`src/rtl/core/rbd_ram.sv`:
```
`timescale 1ns / 1ps

module rbd_ram #(
    parameter int WIDTH = 8,
    parameter int DEPTH = 256
) (
    input  logic                     clk,
    input  logic                     we,
    input  logic [$clog2(DEPTH)-1:0] waddr,
    input  logic [WIDTH-1:0]         wdata,
    input  logic [$clog2(DEPTH)-1:0] raddr,
    output logic [WIDTH-1:0]         rdata
);

    logic [WIDTH-1:0] mem [DEPTH];
    logic [WIDTH-1:0] rdata_reg;

    always_ff @(posedge clk)
    begin
        if (we)
        begin
            mem[waddr] <= wdata;
        end
        rdata_reg <= mem[raddr];
    end

    assign rdata = rdata_reg;

endmodule

```
`config.mk`:
```
export PLATFORM = sky130hd
export DESIGN_NAME = rbd_ram
export DESIGN_NICKNAME = d
export VERILOG_FILES = /design/src/rtl/core/rbd_ram.sv
export SDC_FILE = /design/constraint.sdc
export NUM_CORES = 2
export LEC_CHECK = 0
export BUFFER_PORTS_ARGS = -buffer_cell sky130_fd_sc_hd__buf_2
export CAP_MARGIN = 40
export CELL_PAD_IN_SITES_DETAIL_PLACEMENT = 2
export CELL_PAD_IN_SITES_GLOBAL_PLACEMENT = 2
export CORE_UTILIZATION = 48
export CTS_CLUSTER_SIZE = 20
export DETAILED_ROUTE_END_ITERATION = 8
export PLACE_DENSITY_LB_ADDON = 0.15
export SETUP_SLACK_MARGIN = 0.4
export SYNTH_ARGS = -nofsm -noshare
export SYNTH_HDL_FRONTEND = slang
export SYNTH_SLANG_ARGS = --single-unit
```
`constraint.sdc`:
```
create_clock -name clk -period 3.47 [get_ports clk]
set_input_delay 0.694 -clock clk [delete_from_list [all_inputs] [get_ports clk]]
set_output_delay 0.694 -clock clk [all_outputs]
set_load 0.1 [all_outputs]
```
==> results of run 1 <==
logic make-up after synthesis:
group | after synthesis
buffers and inverters | 235
flip-flops | 2056
AND/OR/NAND/NOR | 466
multiplexers | 591
AO/OA/AOI/OAI | 385
synth_stat cells, types with 3 or more instances:
| library cell | instances |
|---|---|
| nand4_1 | 10 |
| nor4_1 | 24 |
| buf_1 | 22 |
| nor3_1 | 22 |
| o221ai_1 | 46 |
| and2_1 | 6 |
| buf_6 | 21 |
| o22a_1 | 5 |
| a211oi_1 | 16 |
| clkbuf_1 | 111 |
| o22ai_1 | 28 |
| nor4_2 | 3 |
| or2_2 | 4 |
| nand3_1 | 34 |
| buf_2 | 31 |
| buf_4 | 27 |
| mux2i_1 | 134 |
| a221oi_1 | 13 |
| dfxtp_1 | 8 |
| a22oi_1 | 133 |
| nand2b_1 | 8 |
| buf_12 | 8 |
| buf_8 | 13 |
| mux4_2 | 454 |
| a21oi_1 | 96 |
| nor2_1 | 282 |
| edfxtp_1 | 2048 |
| o211ai_1 | 10 |
| o21ai_0 | 10 |
| o32ai_1 | 4 |
| nor2b_1 | 31 |
| a22o_1 | 8 |
| nand2_1 | 33 |
through the flow:
| step | instance area [µm²] | instances |
|---|---|---|
| 2_1_floorplan | 79600 | 3733 |
| 3_3_place_gp | 85900 | 6267 |
==> flow_summary.yaml, run 1 <==
yosys:
  synth.ff_latch_count: 2056
  synth_top_area_share_pct: 77.3
  syn_nets: 3759
  synth_area_mm2: 0.0796
  ys_warn_count: 0
  synthFlopType: "edfxtp_1"
  synth_area_leader_cell: "edfxtp_1"
  synth-edff-count: 2048
  async_reset_ff_share_pct: 0
  yosys.area_share.simple_pct: 2.63
  synth.area.mux_share_pct: 14.6
  synthCells: 3733
  ys_types: 55
  synth_top_family_by_area: "multiplexers"
  syn_area_per_cell_um2: 21.3
  synth_xor_area_share_pct: 0
  seq_area_frac_synth_pct: 77.5
  synth_fa_ha_area_share_pct: 0
  synth_compound_area_share_pct: 3.42
  synth_area_leaders: "edfxtp_1 (77%), mux4_2 (13%), mux2i_1 (1.7%)"
placed_design:
  io_buffers: 33
  dp_hpwl_mm: 176
  routabilityCongestion: 0.840
status:
  failed_stage: "3_5_place_dp"
  status: "did not finish"
  error: "[ERROR DPL-0033] detailed placement checks failed during check placement."
floorplanning:
  die_y_um: 409
  initial_core_util_pct: 48.3
  io_pins: 34
  die_x_um: 409
  rows: 149
==> run 2, diff against run 1 <==
- CELL_PAD_IN_SITES_DETAIL_PLACEMENT: 2 -> default
- CELL_PAD_IN_SITES_GLOBAL_PLACEMENT: 2 -> default
- CORE_UTILIZATION: 48 -> 33
- CTS_CLUSTER_SIZE: 20 -> default
- SETUP_SLACK_MARGIN: 0.4 -> default
==> run 2 against run 1 <==
  * The flow now finishes without violations
  * Synthesized cell count did not move
  * Synthesized area did not move
==> flow_summary.yaml, run 2 <==
drt:
  num_vias: 39700
  dr.pass1.iters: 5
  postRouteAntennaNets: 0
  postRouteWirelength_mm: 225
  drt-initial-drc-count: 3642
  wl_per_cell_um: 29.2
  drc: 0
  vias_per_cell: 5.16
setup_path:
  cp.required_ps: 4220
  reg2reg_slack_ps: 780
  cp-end-kind: "register"
  arrival_ps: 3540
  cp_max_fo: 13
  r2r-start: "mem[65][0]"
  r2r-end: "rdata[0]"
  worst-setup-path-type: "input port to register"
  startpoint_type: "input port"
  reg2reg_depth: 6
global_routing:
  grt_pass1_wl_mm: 319
  grt_pass1_vias: 40900
  antenna_found_initial: 15
  grt_overflow: 0
  grt_max_degree: 107
  track_usage_pct: 18.5
pwr:
  p_switching_mw: 11.9
  intPower_mw: 42.1
  comb_power_share_pct: 5.5
  irDropWorstVdd_mv: 0.396
  p_seq_share_pct: 50.7
  p_sw_share_pct: 22.1
  leakage_nw: 30.2
  power_density_mw_per_mm2: 570
  pwr-share-clk_pct: 43.8
timing:
  post-route-period-util_pct: 80.4
  drv_slew: 0
  max_slew_margin_pct: 36.4
  finalHoldViolations: 0
  rsz0062_at_grt: "false"
  hold_slack_ps: 269
  fin_crit_ps: 2790
  worst_pin_slew_ps: 954
  fmax_mhz: 358
  fin_skew_ps: 55.7
  setup_violations: 0
  fin_setup_tns_ps: 0
clocking:
  cts_tree: "built"
  clk_pin_slew_ps: 60
  htreeDepth: 4
  post_cts_buffers: 0
  clock-sinks: 2056
  numCtsBuffers: 222
  clk_path_buf_depth: 3
  cts_resized: 0
  cts-root-buf: "clkbuf_16"
  clock_latency_ps: 860
  cts_hold_buf: 0
layout:
  final_core_utilization_pct: 39.7
  layout.cells.non_filler: 7697
  drive_gt1_share_pct: 31.5
  largest_reg_flops: 2048
  nets: 4359
  final_common_cell: "edfxtp_1"
  final_cell_mix: "edfxtp_1 (2048), buf_4 (514), mux4_2 (454)"
  synthToLayoutAreaGrowth_pct: 19.3
floorplanning:
  rows: 179
  die_x_um: 493
  core_mm2: 0.239
  io_pins: 34
  die_y_um: 493
  initial_core_util_pct: 33.3
  dieArea_mm2: 0.243
yosys:
  syn_area_per_cell_um2: 21.3
  seq_area_frac_synth_pct: 77.5
  synth_area_mm2: 0.0796
  synth_area_leaders: "edfxtp_1 (77%), mux4_2 (13%), mux2i_1 (1.7%)"
  synthFlopType: "edfxtp_1"
  synth_top_area_share_pct: 77.3
  synth_area_leader_cell: "edfxtp_1"
  ys_types: 55
  syn_nets: 3759
  ys_top_cells_by_count: "edfxtp_1 (2048), mux4_2 (454), nor2_1 (282)"
  synthCells: 3733
  synth_most_common_cell: "edfxtp_1"
  async_reset_ff_share_pct: 0
  ys_warn_count: 0
  synth-edff-count: 2048
  synth.ff_latch_count: 2056
placed_design:
  routabilityCongestion: 0.809
  io_buffers: 33
  dp_cells: 7276
  dp_hpwl_mm: 144
min_path:
  min-delay-start: "wdata[2]"
  holdCritPathClass: "input port to register"
  worstHoldPathCells: 1
  min_to: "mem[84][2]"
flow_run:
  drv_cap: 0
status:
  status: "finished clean"
==> run 2: area by class of cell <==
class	count	area (µm²)
antenna	7	17.5
clock inverter	149	1460
clock buffer	265	5870
sequential	2056	61700
inverter	2	7.51
multi-input combinational	1442	16500
tap	3167	3960
fill	21600	144000
timing repair buffer	609	5370
==> run 2: routing by layer <==
layer,global-route usage (%),wire length (µm),vias up,share of wire [%]
li1,-,-,16900,-
met1,26.0,100000,21600,45
met2,30.6,111000,958,49
met3,2.46,9550,265,4.2
met4,4.11,4080,0,1.8
met5,0,0,-,0
==> run 2: kinds of logic (layout without fill, tap and decap cells) <==
family                 after synthesis  count (layout)  share of synthesized area [%]
AOI/OAI and AO/OA                  385             385                           3.42
muxes                              591             591                           14.6
DFF                               2056            2056                           77.5
and+or+nand+nor                    466             466                           2.63
buffers and inverters              235            1025                           1.83
other                                0               7                              0
==> run 2: power groups by stage <==
stage | registers (mW) | clock network (mW) | logic [mW]
5_1_grt | 27.4 | 25.1 | 3.14
4_1_cts | 27.4 | 24.2 | 3.03
3_5_place_dp | 28.0 | 0 | 3.03
3_3_place_gp | 28.0 | 0 | 3.02
6_report | 27.4 | 23.7 | 2.96
2_1_floorplan | 28.1 | 0 | 1.33
==> run 2: stage by stage <==
step	total power, mW	setup slack [ps]	cell area, µm²
detailed placement	31.0	-289	87500
floorplan	29.4	838	79600
global route	55.6	555	94900
CTS	54.7	616	94900
finish	54.1	678	94900
global placement	31.0	-960	87500
==> run 2: critical path: stages <==
cell	delay [ps]
buf_8	140
buf_12	240
buf_12	200
buf_4	260
mux4_2	540
a22oi_1	280
a21oi_1	180
nor4_1	620
buf_4	270
nor4_1	70
==> run 2: worst max path at each step <==
stage / startpoint / to / slack (ps) / cells past startpoint
CTS: rdata[0] / rdata[0] / 620 / 1
global placement: raddr[0] / rdata[2] / -960 / 9
finish: raddr[0] / rdata[7] / 680 / 10
floorplan: raddr[0] / rdata[2] / 840 / 9
global route: raddr[0] / rdata[7] / 560 / 10
detailed placement: raddr[0] / rdata[7] / -290 / 10
(Power assumes the default switching activity.)
